===== src/design/mchl_pkg.sv =====
// Package for the multiclass hinge loss block: field widths, register
// indexes, controller states and the command/status structs.
// No dependencies; compile first.
package mchl_pkg;

  localparam int SCORE_W    = 16;
  localparam int LABEL_W    = 8;
  localparam int HINGE_W    = 16;
  localparam int GRAD_W     = 24;
  localparam int LOSS_W     = 47;
  localparam int ACC_W      = 48;
  localparam int CNT_CFG_W  = 9;
  localparam int SCALE_W    = 16;
  localparam int CFG_DATA_W = 16;
  localparam int CFG_IDX_W  = 2;
  localparam int MUL_W      = 17;  // operand width of the shared multiplier
  localparam int PROD_W     = 2 * MUL_W;
  localparam int TERM_W     = 32;  // squared hinge fits in 31 bits

  localparam int DEF_MAX_SAMPLES = 256;
  localparam int DEF_MAX_CLASSES = 256;

  localparam logic [HINGE_W-1:0] HINGE_ONE = HINGE_W'(256);

  typedef enum logic [CFG_IDX_W-1:0] {
    REG_NORM_MODE      = 2'd0,
    REG_NUM_SAMPLES    = 2'd1,
    REG_NUM_CLASSES    = 2'd2,
    REG_GRADIENT_SCALE = 2'd3
  } cfg_idx_t;

  typedef enum logic {
    NORM_L1 = 1'b0,
    NORM_L2 = 1'b1
  } norm_mode_t;

  typedef enum logic [2:0] {
    ST_IDLE,
    ST_MUL_G,
    ST_MUL_T,
    ST_FIN,
    ST_DIV,
    ST_PUSH
  } ctrl_state_t;

  typedef struct packed {
    logic load_in;    // capture the hinge of the accepted score
    logic mul_sq;     // multiplier computes hinge * hinge
    logic cap_grad;   // capture hinge * scale
    logic cap_term;   // capture hinge * hinge
    logic finish;     // gradient, accumulate, advance counters
    logic div_start;  // start the loss division
    logic load_out;   // load the output register
  } mchl_cmd_t;

  typedef struct packed {
    logic last;       // current element closes the batch
    logic div_done;   // divider finishes at this edge
  } mchl_sts_t;

endpackage


===== src/design/mchl_in_if.sv =====
// Input channel of the hinge loss block: valid/ready plus score and label.
// Depends on mchl_pkg.
interface mchl_in_if;
  import mchl_pkg::*;

  logic                      valid;
  logic                      ready;
  logic signed [SCORE_W-1:0] score;
  logic        [LABEL_W-1:0] label;

  modport source (output valid, output score, output label, input ready);
  modport sink   (input valid, input score, input label, output ready);
endinterface


===== src/design/mchl_out_if.sv =====
// Result channel of the hinge loss block: valid/ready plus hinge, gradient,
// loss and last. Depends on mchl_pkg.
interface mchl_out_if;
  import mchl_pkg::*;

  logic                     valid;
  logic                     ready;
  logic       [HINGE_W-1:0] hinge;
  logic signed [GRAD_W-1:0] gradient;
  logic        [LOSS_W-1:0] loss;
  logic                     last;

  modport source (output valid, output hinge, output gradient, output loss, output last,
                  input ready);
  modport sink   (input valid, input hinge, input gradient, input loss, input last,
                  output ready);
endinterface


===== src/design/multiclass_hinge_loss.sv =====
// Top level of the multiclass hinge loss block: controller plus datapath.
// Depends on mchl_pkg, mchl_in_if, mchl_out_if, mchl_ctrl, mchl_dp.
//
// Scores stream in sample-major, class-minor, each with its sample's label;
// every transfer in yields one transfer out carrying the hinge max(0, 1 + s)
// (s negated at the label class), the saturated gradient (L1: sign times
// gradient_scale, L2: 2 * hinge * gradient_scale floored to Q8.8, negated at
// the label), and on the batch's final element the loss, i.e. the sum of
// hinges (L1, Q8.8) or squared hinges (L2, Q16.16) divided by num_samples.
// An item passes from transfer in to the output register in steps: form
// the hinge, the single shared 17x17 multiplier for hinge * scale, then
// for hinge * hinge, finish the gradient and accumulate, load the output
// register once it is free. The last element of a batch also passes through
// the bit-serial restoring divider before that load. A new item is taken
// while an earlier result still waits in the output register. Write the
// configuration registers only while no item is in flight; the class and
// sample counters and the accumulator return to zero after each batch.

module multiclass_hinge_loss #(
  parameter int MAX_SAMPLES = mchl_pkg::DEF_MAX_SAMPLES,
  parameter int MAX_CLASSES = mchl_pkg::DEF_MAX_CLASSES
) (
  input  logic                            clk,
  input  logic                            rst_n,
  mchl_in_if.sink                         in_ch,
  mchl_out_if.source                      out_ch,
  input  logic                            cfg_we,
  input  mchl_pkg::cfg_idx_t              cfg_index,
  input  logic [mchl_pkg::CFG_DATA_W-1:0] cfg_data
);
  import mchl_pkg::*;

  mchl_cmd_t cmd;
  mchl_sts_t sts;

  // Handshake sequencing
  mchl_ctrl u_ctrl (
    .clk       (clk),
    .rst_n     (rst_n),
    .in_valid  (in_ch.valid),
    .in_ready  (in_ch.ready),
    .out_valid (out_ch.valid),
    .out_ready (out_ch.ready),
    .sts       (sts),
    .cmd       (cmd)
  );

  // Arithmetic, counters, configuration and output register
  mchl_dp #(
    .MAX_SAMPLES (MAX_SAMPLES),
    .MAX_CLASSES (MAX_CLASSES)
  ) u_dp (
    .clk          (clk),
    .rst_n        (rst_n),
    .cfg_we       (cfg_we),
    .cfg_index    (cfg_index),
    .cfg_data     (cfg_data),
    .in_score     (in_ch.score),
    .in_label     (in_ch.label),
    .cmd          (cmd),
    .sts          (sts),
    .out_hinge    (out_ch.hinge),
    .out_gradient (out_ch.gradient),
    .out_loss     (out_ch.loss),
    .out_last     (out_ch.last)
  );

endmodule


===== src/design/mchl_div.sv =====
// Restoring divider for the batch loss: one quotient bit per cycle.
// Depends on mchl_pkg.
module mchl_div #(
  parameter int NSW = 9
) (
  input  logic                      clk,
  input  logic                      rst_n,
  input  logic                      start,
  input  logic [mchl_pkg::ACC_W-1:0] dividend,
  input  logic [NSW-1:0]            divisor,
  output logic                      done,
  output logic [mchl_pkg::ACC_W-1:0] quotient
);
  import mchl_pkg::*;

  localparam int CW = $clog2(ACC_W);

  logic              busy_r, busy_nxt;
  logic [CW-1:0]     cnt_r, cnt_nxt;
  logic [NSW-1:0]    rem_r;
  logic [ACC_W-1:0]  quo_r;
  logic [NSW:0]      rem_sh;
  logic              ge;

  assign rem_sh   = {rem_r, quo_r[ACC_W-1]};
  assign ge       = rem_sh >= {1'b0, divisor};
  assign done     = busy_r && (cnt_r == CW'(ACC_W - 1));
  assign quotient = quo_r;

  always_comb begin
    busy_nxt = busy_r;
    cnt_nxt  = cnt_r;
    if (start) begin
      busy_nxt = 1'b1;
      cnt_nxt  = '0;
    end else if (busy_r) begin
      cnt_nxt = cnt_r + CW'(1);
      if (done) busy_nxt = 1'b0;
    end
  end

  always_ff @(posedge clk) begin
    if (!rst_n) begin
      busy_r <= 1'b0;
      cnt_r  <= '0;
    end else begin
      busy_r <= busy_nxt;
      cnt_r  <= cnt_nxt;
    end
  end

  always_ff @(posedge clk) begin
    if (start) begin
      rem_r <= '0;
      quo_r <= dividend;
    end else if (busy_r) begin
      rem_r <= ge ? NSW'(rem_sh - {1'b0, divisor}) : rem_sh[NSW-1:0];
      quo_r <= {quo_r[ACC_W-2:0], ge};
    end
  end

endmodule


===== src/design/mchl_ctrl.sv =====
// Controller of the hinge loss block: sequences multiply, finish, divide
// and output transfer. Depends on mchl_pkg.
module mchl_ctrl (
  input  logic                clk,
  input  logic                rst_n,
  input  logic                in_valid,
  output logic                in_ready,
  output logic                out_valid,
  input  logic                out_ready,
  input  mchl_pkg::mchl_sts_t sts,
  output mchl_pkg::mchl_cmd_t cmd
);
  import mchl_pkg::*;

  ctrl_state_t state_r, state_nxt;
  logic        out_valid_r, out_valid_nxt;

  assign in_ready  = (state_r == ST_IDLE);
  assign out_valid = out_valid_r;

  always_comb begin
    state_nxt     = state_r;
    out_valid_nxt = out_valid_r;
    cmd           = '0;
    if (out_valid_r && out_ready) out_valid_nxt = 1'b0;
    unique case (state_r)
      ST_IDLE: begin
        if (in_valid) begin
          cmd.load_in = 1'b1;
          state_nxt   = ST_MUL_G;
        end
      end
      ST_MUL_G: begin
        cmd.cap_grad = 1'b1;
        state_nxt    = ST_MUL_T;
      end
      ST_MUL_T: begin
        cmd.mul_sq   = 1'b1;
        cmd.cap_term = 1'b1;
        state_nxt    = ST_FIN;
      end
      ST_FIN: begin
        cmd.finish = 1'b1;
        if (sts.last) begin
          cmd.div_start = 1'b1;
          state_nxt     = ST_DIV;
        end else begin
          state_nxt = ST_PUSH;
        end
      end
      ST_DIV: begin
        if (sts.div_done) state_nxt = ST_PUSH;
      end
      ST_PUSH: begin
        if (!out_valid_r || out_ready) begin
          cmd.load_out  = 1'b1;
          out_valid_nxt = 1'b1;
          state_nxt     = ST_IDLE;
        end
      end
      default: state_nxt = ST_IDLE;
    endcase
  end

  always_ff @(posedge clk) begin
    if (!rst_n) begin
      state_r     <= ST_IDLE;
      out_valid_r <= 1'b0;
    end else begin
      state_r     <= state_nxt;
      out_valid_r <= out_valid_nxt;
    end
  end

endmodule


===== src/design/mchl_dp.sv =====
// Datapath of the hinge loss block: configuration registers, counters,
// shared multiplier, accumulator, output register. Depends on mchl_pkg, mchl_div.
module mchl_dp #(
  parameter int MAX_SAMPLES = mchl_pkg::DEF_MAX_SAMPLES,
  parameter int MAX_CLASSES = mchl_pkg::DEF_MAX_CLASSES
) (
  input  logic                               clk,
  input  logic                               rst_n,
  input  logic                               cfg_we,
  input  mchl_pkg::cfg_idx_t                 cfg_index,
  input  logic [mchl_pkg::CFG_DATA_W-1:0]    cfg_data,
  input  logic signed [mchl_pkg::SCORE_W-1:0] in_score,
  input  logic [mchl_pkg::LABEL_W-1:0]       in_label,
  input  mchl_pkg::mchl_cmd_t                cmd,
  output mchl_pkg::mchl_sts_t                sts,
  output logic [mchl_pkg::HINGE_W-1:0]       out_hinge,
  output logic signed [mchl_pkg::GRAD_W-1:0] out_gradient,
  output logic [mchl_pkg::LOSS_W-1:0]        out_loss,
  output logic                               out_last
);
  import mchl_pkg::*;

  localparam int CW  = (MAX_CLASSES > 1) ? $clog2(MAX_CLASSES) : 1;
  localparam int SW  = (MAX_SAMPLES > 1) ? $clog2(MAX_SAMPLES) : 1;
  localparam int NCW = $clog2(MAX_CLASSES + 1);
  localparam int NSW = $clog2(MAX_SAMPLES + 1);
  localparam int LW  = (CW > LABEL_W) ? CW : LABEL_W;

  localparam logic signed [PROD_W-1:0] GMAX = PROD_W'((1 << (GRAD_W - 1)) - 1);
  localparam logic signed [PROD_W-1:0] GMIN = -PROD_W'(1 << (GRAD_W - 1));

  function automatic logic signed [GRAD_W-1:0] sat_grad(input logic signed [PROD_W-1:0] v);
    if (v > GMAX) return GMAX[GRAD_W-1:0];
    if (v < GMIN) return GMIN[GRAD_W-1:0];
    return v[GRAD_W-1:0];
  endfunction

  // Configuration registers
  norm_mode_t                 norm_r;
  logic [CNT_CFG_W-1:0]       nsamp_r;
  logic [CNT_CFG_W-1:0]       nclass_r;
  logic signed [SCALE_W-1:0]  scale_r;

  always_ff @(posedge clk) begin
    if (!rst_n) begin
      norm_r   <= NORM_L1;
      nsamp_r  <= CNT_CFG_W'(1);
      nclass_r <= CNT_CFG_W'(2);
      scale_r  <= SCALE_W'(256);
    end else if (cfg_we) begin
      unique case (cfg_index)
        REG_NORM_MODE:      norm_r   <= norm_mode_t'(cfg_data[0]);
        REG_NUM_SAMPLES:    nsamp_r  <= cfg_data[CNT_CFG_W-1:0];
        REG_NUM_CLASSES:    nclass_r <= cfg_data[CNT_CFG_W-1:0];
        REG_GRADIENT_SCALE: scale_r  <= cfg_data[SCALE_W-1:0];
        default: ;
      endcase
    end
  end

  // Clamped counts
  logic [NCW-1:0] nc;
  logic [NSW-1:0] ns;

  always_comb begin
    if (nclass_r == '0)                           nc = NCW'(1);
    else if (32'(nclass_r) > 32'(MAX_CLASSES))    nc = NCW'(MAX_CLASSES);
    else                                          nc = NCW'(nclass_r);
    if (nsamp_r == '0)                            ns = NSW'(1);
    else if (32'(nsamp_r) > 32'(MAX_SAMPLES))     ns = NSW'(MAX_SAMPLES);
    else                                          ns = NSW'(nsamp_r);
  end

  // Counters
  logic [CW-1:0] cc_r;
  logic [SW-1:0] sc_r;
  logic          class_end;
  logic          last;

  assign class_end = (CW'(1) + {1'b0, cc_r}) >= (CW + 1)'(nc);
  assign last      = class_end && ((SW'(1) + {1'b0, sc_r}) >= (SW + 1)'(ns));

  // Hinge of the accepted score
  logic                      at_lbl;
  logic signed [SCORE_W:0]   v;
  logic signed [SCORE_W+1:0] hs;
  logic [HINGE_W-1:0]        h_in;
  logic [HINGE_W-1:0]        h_r;
  logic                      at_lbl_r;

  assign at_lbl = (LW'(cc_r) == LW'(in_label));
  assign v      = at_lbl ? -(SCORE_W + 1)'(in_score) : (SCORE_W + 1)'(in_score);
  assign hs     = (SCORE_W + 2)'(v) + (SCORE_W + 2)'($signed({1'b0, HINGE_ONE}));
  assign h_in   = hs[SCORE_W+1] ? '0 : hs[HINGE_W-1:0];

  // Shared multiplier
  logic signed [MUL_W-1:0]  mul_a, mul_b;
  logic signed [PROD_W-1:0] prod;
  logic signed [PROD_W-1:0] prod_g_r;
  logic [TERM_W-1:0]        prod_t_r;

  assign mul_a = $signed({1'b0, h_r});
  assign mul_b = cmd.mul_sq ? $signed({1'b0, h_r}) : MUL_W'(scale_r);
  assign prod  = mul_a * mul_b;

  // Gradient, accumulation
  logic signed [GRAD_W-1:0] g_base;
  logic signed [GRAD_W-1:0] g_fin;
  logic [TERM_W-1:0]        term;
  logic [ACC_W:0]           acc_sum;
  logic [ACC_W-1:0]         acc_new;
  logic [ACC_W-1:0]         acc_r;

  always_comb begin
    if (norm_r == NORM_L2) begin
      g_base = sat_grad(prod_g_r >>> 7);  // 2*h*scale, floor to Q8.8
      term   = prod_t_r;
    end else begin
      g_base = (h_r != '0) ? GRAD_W'(scale_r) : '0;
      term   = TERM_W'(h_r);
    end
    g_fin   = at_lbl_r ? sat_grad(-PROD_W'(g_base)) : g_base;
    acc_sum = {1'b0, acc_r} + (ACC_W + 1)'(term);
    acc_new = acc_sum[ACC_W] ? '1 : acc_sum[ACC_W-1:0];
  end

  always_ff @(posedge clk) begin
    if (!rst_n) begin
      cc_r  <= '0;
      sc_r  <= '0;
      acc_r <= '0;
    end else if (cmd.finish) begin
      if (last) begin
        cc_r  <= '0;
        sc_r  <= '0;
        acc_r <= '0;
      end else if (class_end) begin
        cc_r  <= '0;
        sc_r  <= sc_r + SW'(1);
        acc_r <= acc_new;
      end else begin
        cc_r  <= cc_r + CW'(1);
        acc_r <= acc_new;
      end
    end
  end

  // Payload registers
  logic [HINGE_W-1:0]       pend_hinge_r;
  logic signed [GRAD_W-1:0] pend_grad_r;
  logic                     pend_last_r;
  logic [ACC_W-1:0]         quo;
  logic                     div_done;

  always_ff @(posedge clk) begin
    if (cmd.load_in) begin
      h_r      <= h_in;
      at_lbl_r <= at_lbl;
    end
    if (cmd.cap_grad) prod_g_r <= prod;
    if (cmd.cap_term) prod_t_r <= prod[TERM_W-1:0];
    if (cmd.finish) begin
      pend_hinge_r <= h_r;
      pend_grad_r  <= g_fin;
      pend_last_r  <= last;
    end
    if (cmd.load_out) begin
      out_hinge    <= pend_hinge_r;
      out_gradient <= pend_grad_r;
      out_last     <= pend_last_r;
      if (!pend_last_r)        out_loss <= '0;
      else if (quo[ACC_W-1])   out_loss <= '1;
      else                     out_loss <= quo[LOSS_W-1:0];
    end
  end

  mchl_div #(.NSW(NSW)) u_div (
    .clk      (clk),
    .rst_n    (rst_n),
    .start    (cmd.div_start),
    .dividend (acc_new),
    .divisor  (ns),
    .done     (div_done),
    .quotient (quo)
  );

  assign sts.last     = last;
  assign sts.div_done = div_done;

endmodule

===== src/flat_wrapper.sv =====
// flat-port wrapper written by rule: the top's interface ports become plain ports
module multiclass_hinge_loss_flat import mchl_pkg::*;
#(
  parameter int MAX_SAMPLES = mchl_pkg::DEF_MAX_SAMPLES,
  parameter int MAX_CLASSES = mchl_pkg::DEF_MAX_CLASSES
)
  (clk, rst_n, cfg_we, cfg_index, cfg_data, in_ch_valid, in_ch_score, in_ch_label, in_ch_ready, out_ch_valid, out_ch_hinge, out_ch_gradient, out_ch_loss, out_ch_last, out_ch_ready);
  mchl_in_if in_ch_i ();
  mchl_out_if out_ch_i ();
  input  logic clk;
  input  logic rst_n;
  input  logic cfg_we;
  input  mchl_pkg::cfg_idx_t cfg_index;
  input  logic [mchl_pkg::CFG_DATA_W-1:0] cfg_data;
  input wire logic [$bits(in_ch_i.valid)-1:0] in_ch_valid;
  input wire logic [$bits(in_ch_i.score)-1:0] in_ch_score;
  input wire logic [$bits(in_ch_i.label)-1:0] in_ch_label;
  output wire logic [$bits(in_ch_i.ready)-1:0] in_ch_ready;
  output wire logic [$bits(out_ch_i.valid)-1:0] out_ch_valid;
  output wire logic [$bits(out_ch_i.hinge)-1:0] out_ch_hinge;
  output wire logic [$bits(out_ch_i.gradient)-1:0] out_ch_gradient;
  output wire logic [$bits(out_ch_i.loss)-1:0] out_ch_loss;
  output wire logic [$bits(out_ch_i.last)-1:0] out_ch_last;
  input wire logic [$bits(out_ch_i.ready)-1:0] out_ch_ready;
  assign in_ch_i.valid = in_ch_valid;
  assign in_ch_i.score = in_ch_score;
  assign in_ch_i.label = in_ch_label;
  assign in_ch_ready = in_ch_i.ready;
  assign out_ch_valid = out_ch_i.valid;
  assign out_ch_hinge = out_ch_i.hinge;
  assign out_ch_gradient = out_ch_i.gradient;
  assign out_ch_loss = out_ch_i.loss;
  assign out_ch_last = out_ch_i.last;
  assign out_ch_i.ready = out_ch_ready;
  multiclass_hinge_loss #(.MAX_SAMPLES(MAX_SAMPLES), .MAX_CLASSES(MAX_CLASSES)) u_core (.clk(clk), .rst_n(rst_n), .in_ch(in_ch_i), .out_ch(out_ch_i), .cfg_we(cfg_we), .cfg_index(cfg_index), .cfg_data(cfg_data));
endmodule

===== config.mk =====
export PLATFORM = sky130hd
export DESIGN_NAME = multiclass_hinge_loss_flat
export DESIGN_NICKNAME = d
export VERILOG_FILES = /design/src/design/mchl_pkg.sv /design/src/design/mchl_in_if.sv /design/src/design/mchl_out_if.sv /design/src/design/multiclass_hinge_loss.sv /design/src/design/mchl_div.sv /design/src/design/mchl_ctrl.sv /design/src/design/mchl_dp.sv /design/src/flat_wrapper.sv
export SDC_FILE = /design/constraint.sdc
export NUM_CORES = 1
export LEC_CHECK = 0
export BUFFER_PORTS_ARGS = -buffer_cell sky130_fd_sc_hd__buf_2
export CORE_AREA = 2 2 310 159
export CTS_BUF_LIST = sky130_fd_sc_hd__clkbuf_8
export CTS_CLUSTER_DIAMETER = 200
export DETAILED_ROUTE_END_ITERATION = 8
export DIE_AREA = 0 0 312 161
export GPL_TIMING_DRIVEN = 1
export PLACE_DENSITY_LB_ADDON = 0.3
export SYNTH_ARGS = -nofsm -noshare
export SYNTH_HDL_FRONTEND = slang
export SYNTH_SLANG_ARGS = --single-unit

===== constraint.sdc =====
create_clock -name clk -period 21.1 [get_ports clk]
set_input_delay 4.22 -clock clk [delete_from_list [all_inputs] [get_ports clk]]
set_output_delay 4.22 -clock clk [all_outputs]
set_load 0.03 [all_outputs]

==> results of run 1 <==
[synthesized netlist by cell type, types with 19 or more instances]
library cell	number	share of area
sky130_fd_sc_hd__xor2_1	44	0.014
sky130_fd_sc_hd__a21oi_1	122	0.022
sky130_fd_sc_hd__dfxtp_1	119	0.085
sky130_fd_sc_hd__nor2_1	177	0.024
sky130_fd_sc_hd__o21ai_0	152	0.027
sky130_fd_sc_hd__a31oi_1	21	0.0047
sky130_fd_sc_hd__and2_1	72	0.016
sky130_fd_sc_hd__ha_1	194	0.086
sky130_fd_sc_hd__fa_1	211	0.15
sky130_fd_sc_hd__edfxtp_1	253	0.27
sky130_fd_sc_hd__a21boi_0	36	0.0096
sky130_fd_sc_hd__o21a_1	79	0.021
sky130_fd_sc_hd__nand2b_1	40	0.0089
sky130_fd_sc_hd__inv_1	331	0.044
sky130_fd_sc_hd__a21o_1	46	0.012
sky130_fd_sc_hd__and3_1	23	0.0051
sky130_fd_sc_hd__nor2b_1	136	0.030
sky130_fd_sc_hd__mux2i_1	31	0.011
sky130_fd_sc_hd__mux2_2	22	0.0088
sky130_fd_sc_hd__nand3_1	31	0.0055
sky130_fd_sc_hd__a211oi_1	19	0.0051
sky130_fd_sc_hd__nor3_1	37	0.0066
sky130_fd_sc_hd__nand2_1	308	0.041
sky130_fd_sc_hd__clkbuf_1	132	0.018
sky130_fd_sc_hd__xnor2_1	70	0.022
[layout make-up]
cell class	count	area share
Clock inverter	39	0.00952
Multi-Input combinational cell	2054	0.537
Sequential cell	372	0.327
Inverter	334	0.0411
Clock buffer	58	0.0262
Antenna cell	1	0.0000821
Timing Repair Buffer	175	0.0319
Tap cell	649	0.0266
[kinds of logic after synthesis]
group | synth area share
DFF | 0.355
AOI/OAI and AO/OA | 0.130
adders and majority gates | 0.236
xor gates and xnor gates | 0.0355
buffers and inverters | 0.0642
and+or+nand+nor | 0.159
muxes | 0.0198
[worst paths after layout]
kind,end,slack (ps),cells after the start
worst max-delay path,u_core.u_dp.prod_g_r[33]$_DFFE_PP_,12410,25
worst max register to register,u_core.u_dp.prod_g_r[33]$_DFFE_PP_,12410,25
worst min-delay path,u_core.u_dp.out_gradient[13]$_DFFE_PP_,410,0
worst min register to register,u_core.u_dp.out_gradient[13]$_DFFE_PP_,410,0
[worst max-delay path: stages (launching register included)]
cell                       delay [ps]
sky130_fd_sc_hd__dfxtp_1          510
sky130_fd_sc_hd__nor3b_2          220
sky130_fd_sc_hd__buf_4            290
sky130_fd_sc_hd__buf_4            570
sky130_fd_sc_hd__nand2b_1         420
sky130_fd_sc_hd__nand2_1          460
sky130_fd_sc_hd__and2_1           350
sky130_fd_sc_hd__fa_1             490
sky130_fd_sc_hd__fa_1             530
sky130_fd_sc_hd__fa_1             530
sky130_fd_sc_hd__fa_1             530
sky130_fd_sc_hd__fa_1             540
sky130_fd_sc_hd__inv_1             60
sky130_fd_sc_hd__fa_1             530
sky130_fd_sc_hd__inv_1             50
sky130_fd_sc_hd__ha_1             350
sky130_fd_sc_hd__a21oi_1          170
sky130_fd_sc_hd__o21ai_0          130
sky130_fd_sc_hd__a21oi_1          170
sky130_fd_sc_hd__nand2_1           70
sky130_fd_sc_hd__a31o_2           260
sky130_fd_sc_hd__a41oi_1          280
sky130_fd_sc_hd__nand2b_1         130
sky130_fd_sc_hd__a22o_1           230
sky130_fd_sc_hd__o41ai_1          390
sky130_fd_sc_hd__xnor2_1          120
[sequential cells by signal (all words and copies together) (netlist names), 24 cells and up]
name and flops:
u_core.u_dp.prod_t_r 32, u_core.u_dp.u_div.quotient 48, u_core.u_dp.out_loss 47, u_core.u_dp.out_gradient 24, u_core.u_dp.pend_grad_r 24, u_core.u_dp.acc_r 48
u_core.u_dp.prod_g_r 27
[cell usage in the layout, fill, tap and decap left out, types with 31 or more instances in the layout]
master,instances
sky130_fd_sc_hd__a21boi_0,36
sky130_fd_sc_hd__o21ai_0,152
sky130_fd_sc_hd__xor2_1,44
sky130_fd_sc_hd__buf_2,136
sky130_fd_sc_hd__fa_1,211
sky130_fd_sc_hd__nor3_1,37
sky130_fd_sc_hd__a21oi_1,122
sky130_fd_sc_hd__clkbuf_8,58
sky130_fd_sc_hd__and2_1,72
sky130_fd_sc_hd__nand2b_1,39
sky130_fd_sc_hd__a21o_1,46
sky130_fd_sc_hd__nand3_1,31
sky130_fd_sc_hd__inv_1,347
sky130_fd_sc_hd__nor2_1,176
sky130_fd_sc_hd__nand2_1,307
sky130_fd_sc_hd__ha_1,194
sky130_fd_sc_hd__edfxtp_1,253
sky130_fd_sc_hd__o21a_1,79
sky130_fd_sc_hd__nor2b_1,135
sky130_fd_sc_hd__dfxtp_1,119
sky130_fd_sc_hd__buf_4,39
sky130_fd_sc_hd__xnor2_1,70
[layer usage]
metal	vias to the layer above	part of all wire
met5	-	0.000093
met1	10400	0.46
met2	1041	0.40
li1	9941	-
met3	79	0.13
met4	2	0.012
[power breakdown]
part | switching (mW) | leakage [nW] | total, mW | internal [mW]
clock network | 0.294 | 0.609 | 0.599 | 0.305
logic | 0.609 | 9.49 | 0.984 | 0.375
registers | 0.0499 | 3.28 | 0.940 | 0.890
total | 0.954 | 13.4 | 2.52 | 1.57
[stage by stage]
step           std cells  setup slack [ps]  hold slack [ps]   util
2_1_floorplan       2902             12300              400      -
3_3_place_gp        3584             12810              401  0.617
3_5_place_dp        3584             12550              405  0.617
4_1_cts             3681             12530              413  0.640
5_1_grt             3682             11950              417  0.640
6_report            3682             12410              412  0.640
==> implementation parameters, run 1 <==
Parameter                              Value

Run status
  Status ... finished, final reports clean

Run
  Reported max-cap violation count ... 0

Floorplanning
  Die boundary width ... 312 µm
  Die height ... 161 µm
  # IOs ... 137
  Starting density of the core ... 0.590
  Core area ... 47600 µm²
  Site Rows ... 57
  Full die area ... 50200 µm²

CTS
  H-tree depth reported by CTS ... 2
  TritonCTS buffer count ... 52
  CTS root buf ... sky130_fd_sc_hd__clkbuf_8
  CTS tree ... built
  Clock latency at the later pin of the worst-skew pair ... between 600 and 700 ps
  Post_cts resized ... 0
  Total clock sinks ... about 370
  Clock transition at the registers of the reported paths ... 70 ps
  Max clock buf depth ... 3
  Number of buffers added to fix hold violations after cts ... 0
  Post-CTS Setup Inserts ... 0

Route
  Total Routed Length ... 75.1 mm
  Vias/cell ... ~6
  DRC marker count from the first detailed-route iteration ... 2090
  Residual DRC ... 0
  DR WL/cell ... 20.4 µm
  Total iterations of the first detailed-routing run ... 6
  Vias after detailed routing ... ~21000
  Number of routed nets with antenna violations ... 0

Global route
  Pin count of the biggest net entering global routing ... 72
  GR peak layer ... met1
  Overflow left after global routing ... 0
  Global-route track usage on met3 ... 0.113
  Initial antenna violation count ... 2
  First-pass GRT wire length ... 118 mm
  Met2 usage ... 0.407
  Global routing met1 resource utilization ... 0.460
  Number of global-route vias before repair ... 21200
  Total global routing track utilization ... 0.301

Placement
  Post-detailed-placement cell area ... 29400 µm²
  Number of buffer cells added on primary ports ... 136
  Routability congestion estimate ... 0.995
  HPWL after detailed placement ... 56.3 mm

Synthesis
  Number of enable-type register cells in the synthesized netlist ... around 250
  Sequential share of the synthesized area ... 0.355
  Mapped Area ... 28100 µm²
  Post-synthesis cell count ... slightly below 3000
  Number of synthesized register bits ... 372
  Synthesized area divided by synthesized cell count ... slightly below 10 µm²
  Net count of the mapped netlist ... 3354
  Post-synthesis cell type count ... 75
  Dominant synthesized flop cell ... sky130_fd_sc_hd__edfxtp_1
  Async set-or-reset flop fraction in the synthesized netlist ... 0
  Count of yosys warnings during synthesis ... 0

Finish
  Share of final-layout standard cells stronger than drive strength 1 ... 0.0996
  Area growth, synth to finish ... 8.43%
  NumNets Final ... 3441
  Post-route cell area ... 30500 µm²
  Number of fill cells in the layout ... a little under 4000
  Sequential cell area ... 9980 µm²
  Area taken by multi-input logic gates ... 16400 µm²

Setup path
  Arrival time at the worst endpoint ... 9080 ps
  Required time worst endpoint ... 21500 ps
  Kind of start point of the critical path ... flip-flop
  Critical path startpoint ... u_core.u_ctrl.state_r[1]$_SDFFE_PN0P_
  Critical path class ... reg2reg
  Worst Setup End Kind ... flip-flop
  Crit Reg-Reg Startpoint ... u_core.u_ctrl.state_r[1]$_SDFFE_PN0P_
  CP Max Fanout ... 47

Timing
  Final period utilization ... 0.412
  Accumulated negative setup slack ... 0 ps
  Shortest period the worst path allows ... 8690 ps
  # setup viols final ... 0
  Final count of hold timing violations ... 0
  Max-slew headroom ... 0.143
  Clock tree skew after final layout ... 58.3 ps
  Slew Limit Fails ... 0
  RSZ-0062 raised after global routing ... false
  Slew at the pin closest to its max-slew limit ... 1290 ps
  Fmax achieved ... 115 MHz

Worst hold path
  Worst min path class ... reg2reg
  Hold path startpoint ... u_core.u_dp.pend_grad_r[13]$_DFFE_PP_

Power
  Total Power ... 2.52 mW
  Total power per unit cell area ... 82.7 nW/µm²
  Peak VDD IR ... 0.0768 mV
  Static leakage ... 13.4 nW
No activity file was read; power rests on OpenSTA's default activity.
==> run 2, diff against run 1 <==
--- a/config.mk
+++ b/config.mk
@@ -6,11 +6,11 @@
 export NUM_CORES = 1
 export LEC_CHECK = 0
 export BUFFER_PORTS_ARGS = -buffer_cell sky130_fd_sc_hd__buf_2
-export CORE_AREA = 2 2 310 159
+export CORE_AREA = 2 2 315 161
 export CTS_BUF_LIST = sky130_fd_sc_hd__clkbuf_8
 export CTS_CLUSTER_DIAMETER = 200
 export DETAILED_ROUTE_END_ITERATION = 8
-export DIE_AREA = 0 0 312 161
+export DIE_AREA = 0 0 317 163
 export GPL_TIMING_DRIVEN = 1
 export PLACE_DENSITY_LB_ADDON = 0.3
 export SYNTH_ARGS = -nofsm -noshare
==> constraint.sdc (replaced) <==
create_clock -name clk -period 7.9 [get_ports clk]
set_input_delay 1.58 -clock clk [delete_from_list [all_inputs] [get_ports clk]]
set_output_delay 1.58 -clock clk [all_outputs]
set_load 0.03 [all_outputs]
==> run 2 against run 1 <==
Compared with the run above: sequential share of layout area down 0.25 points; global-route usage increased by 0.37 points; clock-buffer cell count rose by 5; via count up 0.96%; utilization down 1.6 points; worst hold slack improved by 8.1 ps; critical path depth did not move; clock power rose to 2.7 times the previous value; setup slack got worse by 12000 ps; critical path type unchanged; largest cell class unchanged.
==> implementation parameters, run 2 (synthesized netlist as in run 1, its figures left out) <==
Parameter                              Value

Route
  Total iterations of the first detailed-routing run ... 6 (unchanged)
  Vias after detailed routing ... 21700 (was 21500)
  Total Routed Length ... 77.1 mm (was 75.1 mm)
  DR WL/cell ... 20.7 µm (was 20.4 µm)
  DRC marker count from the first detailed-route iteration ... 2146 (was 2090)
  Vias/cell ... 5.83 (about the same)
  Residual DRC ... 0 (unchanged)
  Number of routed nets with antenna violations ... 0 (unchanged)

Timing
  Clock tree skew after final layout ... 35.0 ps (was 58.3 ps)
  Final setup margin ... 369 ps (was 12410 ps)
  # setup viols final ... 0 (unchanged)
  Final count of hold timing violations ... 0 (unchanged)
  Accumulated negative setup slack ... 0 ps (unchanged)
  Slew at the pin closest to its max-slew limit ... 1200 ps (was 1290 ps)
  Shortest period the worst path allows ... 7530 ps (was 8690 ps)
  Max-slew headroom ... 0.194 (was 0.143)
  Fmax achieved ... 133 MHz (was 115 MHz)
  Final period utilization ... 0.953 (was 0.412)
  WHS ... 420 ps (was 412 ps)
  RSZ-0062 raised after global routing ... false (unchanged)
  Slew Limit Fails ... 0 (unchanged)

Finish
  NumNets Final ... 3466 (was 3441)
  Area growth, synth to finish ... 9.27% (was 8.43%)
  Most common cell after layout, fill and taps aside ... sky130_fd_sc_hd__inv_1 (unchanged)
  Share of the core filled with cells ... 0.624 (was 0.640)
  Most frequent cells in the layout ... sky130_fd_sc_hd__inv_1, sky130_fd_sc_hd__nand2_1, sky130_fd_sc_hd__edfxtp_1 (unchanged)
  Post-route cell area ... 30700 µm² (was 30500 µm²)
  Number of fill cells in the layout ... 4074 (was 3856)
  Share of final-layout standard cells stronger than drive strength 1 ... 0.110 (was 0.0996)

CTS
  CTS root buf ... sky130_fd_sc_hd__clkbuf_8 (unchanged)
  Clock latency at the later pin of the worst-skew pair ... 650 ps (was 670 ps)
  Max clock buf depth ... 3 (unchanged)
  Number of buffers added to fix hold violations after cts ... 0 (unchanged)
  TritonCTS buffer count ... 54 (was 52)
  H-tree depth reported by CTS ... 2 (unchanged)
  Clock transition at the registers of the reported paths ... 70 ps (about the same)
  CTS tree ... built (unchanged)
  Total clock sinks ... 372 (unchanged)

Power
  Peak VDD IR ... 0.139 mV (was 0.0768 mV)
  Clock power share ... 0.236 (was 0.238)
  Static leakage ... 13.5 nW (was 13.4 nW)
  Net switching power of the design ... 2.58 mW (was 954 µW)
  Switching part of the total ... 0.380 (was 0.378)
  Total power per unit cell area ... 221 nW/µm² (was 82.7 nW/µm²)
  Internal cell power ... 4.21 mW (was 1.57 mW)
  Sequential power share ... 0.367 (was 0.372)
  Combinational share of power ... 0.397 (was 0.390)

Floorplanning
  Starting density of the core ... 0.571 (was 0.590)
  Die height ... 163 µm (was 161 µm)
  # IOs ... 137 (unchanged)
  Full die area ... 51700 µm² (was 50200 µm²)
  Site Rows ... 58 (was 57)
  Core area ... 49300 µm² (was 47600 µm²)
  Die boundary width ... 317 µm (was 312 µm)

Global route
  Initial antenna violation count ... 2 (unchanged)
  Pin count of the biggest net entering global routing ... 73 (was 72)
  Total global routing track utilization ... 0.304 (was 0.301)
  First-pass GRT wire length ... 121 mm (was 118 mm)
  Overflow left after global routing ... 0 (unchanged)
  Number of global-route vias before repair ... 21100 (was 21200)

Setup path
  Kind of start point of the critical path ... flip-flop (unchanged)
  Length in cells of the worst reg-to-reg path ... 25 (unchanged)
  Reg-to-Reg End ... u_core.u_dp.prod_g_r[32]$_DFFE_PP_ (was u_core.u_dp.prod_g_r[33]$_DFFE_PP_)
  Critical path class ... reg2reg (unchanged)
  Worst Setup End Kind ... flip-flop (unchanged)
  Arrival time at the worst endpoint ... 7930 ps (was 9080 ps)
  Buf/Inv on CP ... 6 (was 4)
  Cell occurring most often along the worst timing path ... sky130_fd_sc_hd__fa_1 (unchanged)
  Crit Reg-Reg Startpoint ... u_core.u_ctrl.state_r[2]$_SDFFE_PN0P_ (was u_core.u_ctrl.state_r[1]$_SDFFE_PN0P_)
  Slowest cell on the critical path ... sky130_fd_sc_hd__fa_1 (was sky130_fd_sc_hd__buf_4)
  Slack of the worst reg-to-reg path ... 370 ps (was 12410 ps)
  Delay of the slowest cell on the worst path ... 580 ps (was 570 ps)
  Family with the most delay on the worst path ... adder cells (unchanged)
  CP Max Fanout ... 33 (was 47)
  Required time worst endpoint ... 8300 ps (was 21500 ps)

Worst hold path
  Sink of the worst hold path ... u_core.u_dp.out_gradient[11]$_DFFE_PP_ (was u_core.u_dp.out_gradient[13]$_DFFE_PP_)
  Hold path startpoint ... u_core.u_dp.pend_grad_r[11]$_DFFE_PP_ (was u_core.u_dp.pend_grad_r[13]$_DFFE_PP_)
  Worst min path class ... reg2reg (unchanged)
  Hold depth ... 0 (unchanged)

Placement
  HPWL after detailed placement ... 58.4 mm (was 56.3 mm)
  Pre-CTS worst setup slack ... 194 ps (was 12550 ps)
  Post-detailed-placement cell area ... 29600 µm² (was 29400 µm²)
  Routability congestion estimate ... 0.940 (was 0.995)
  Number of buffer cells added on primary ports ... 136 (unchanged)

Run status
  Status ... finished, final reports clean (unchanged)

Run
  Reported max-cap violation count ... 0 (unchanged)
==> run 2: cell count changes in the layout (fill, tap and decap cells not counted), sizes merged <==
cell / delta
clkinv: +3
bufinv: -2
clkbuf: +5
clkinvlp: +1
buf: +23
inv: -3
==> run 2: worst max path at each step <==
stage | start | endpoint | slack [ps] | cells after the start
finish | u_core.u_ctrl.state_r[2]$_SDFFE_PN0P_ | u_core.u_dp.prod_g_r[32]$_DFFE_PP_ | 370 | 25
global route | u_core.u_ctrl.state_r[2]$_SDFFE_PN0P_ | u_core.u_dp.prod_g_r[32]$_DFFE_PP_ | 4 | 25
CTS | u_core.u_ctrl.state_r[1]$_SDFFE_PN0P_ | u_core.u_dp.prod_g_r[33]$_DFFE_PP_ | 180 | 26
detailed placement | u_core.u_ctrl.state_r[1]$_SDFFE_PN0P_ | u_core.u_dp.prod_g_r[33]$_DFFE_PP_ | 190 | 26
global placement | u_core.u_ctrl.state_r[1]$_SDFFE_PN0P_ | u_core.u_dp.prod_g_r[33]$_DFFE_PP_ | 420 | 26
floorplan | u_core.u_ctrl.state_r[1]$_SDFFE_PN0P_ | u_core.u_dp.prod_g_r[33]$_DFFE_PP_ | 160 | 27
==> run 2: worst register-to-register path, stage by stage, from the launching register on <==
cell                       delay (ps)
sky130_fd_sc_hd__dfxtp_1          420
sky130_fd_sc_hd__nor3b_4          290
sky130_fd_sc_hd__buf_12           270
sky130_fd_sc_hd__mux2i_1          240
sky130_fd_sc_hd__buf_4            260
sky130_fd_sc_hd__nor2b_1          110
sky130_fd_sc_hd__fa_1             540
sky130_fd_sc_hd__inv_1             60
sky130_fd_sc_hd__fa_1             580
sky130_fd_sc_hd__fa_1             460
sky130_fd_sc_hd__fa_1             500
sky130_fd_sc_hd__inv_1             60
sky130_fd_sc_hd__fa_1             540
sky130_fd_sc_hd__inv_1             60
sky130_fd_sc_hd__fa_1             520
sky130_fd_sc_hd__inv_1             40
sky130_fd_sc_hd__ha_1             360
sky130_fd_sc_hd__o211ai_1         140
sky130_fd_sc_hd__a211oi_1         410
sky130_fd_sc_hd__nor3_1           140
sky130_fd_sc_hd__o311ai_0         510
sky130_fd_sc_hd__a31oi_1          200
sky130_fd_sc_hd__nand2b_1         230
sky130_fd_sc_hd__o21ai_0          160
sky130_fd_sc_hd__a21oi_1          100
sky130_fd_sc_hd__xnor2_1          130
==> run 2: per-layer routing <==
metal	vias up	track usage	wire (µm)
met2	1059	0.408	30000
met5	-	0	0
met4	0	0.0440	891
met3	79	0.0994	9350
li1	9999	-	-
met1	10500	0.480	36800
==> run 2: final cells by class <==
cell class              count  area, µm²  share of cell area
multi-input cells        2054      16400               0.534
flip-flops and latches    372       9980               0.325
inverters                 334       1250              0.0408
repair buffers            198       1160              0.0377
clock buffers              63        867              0.0282
well taps                 660        826              0.0269
clock inverters            38        244             0.00794
diodes                      1       2.50           0.0000814
==> run 2: timing repair <==
action                                  4_1_cts  5_1_grt
endpoints found under the setup margin        0        2
setup buffers                                 0        0
resized for setup                             0        4
==> run 2: through the flow <==
step | std cells | total power, mW
global route | 3719 | 7.23
floorplan | 2902 | 4.37
global placement | 3618 | 5.07
detailed placement | 3618 | 5.16
finish | 3720 | 6.80
CTS | 3719 | 6.77
==> run 2: power by group through the flow <==
stage,clock (mW),combinational (mW),sequential (mW)
final,1.60,2.69,2.50
after global routing,1.72,3.01,2.51
after CTS,1.63,2.65,2.49
after detailed placement,0,2.63,2.53
after global placement,0,2.55,2.53
after floorplan,0,1.88,2.48
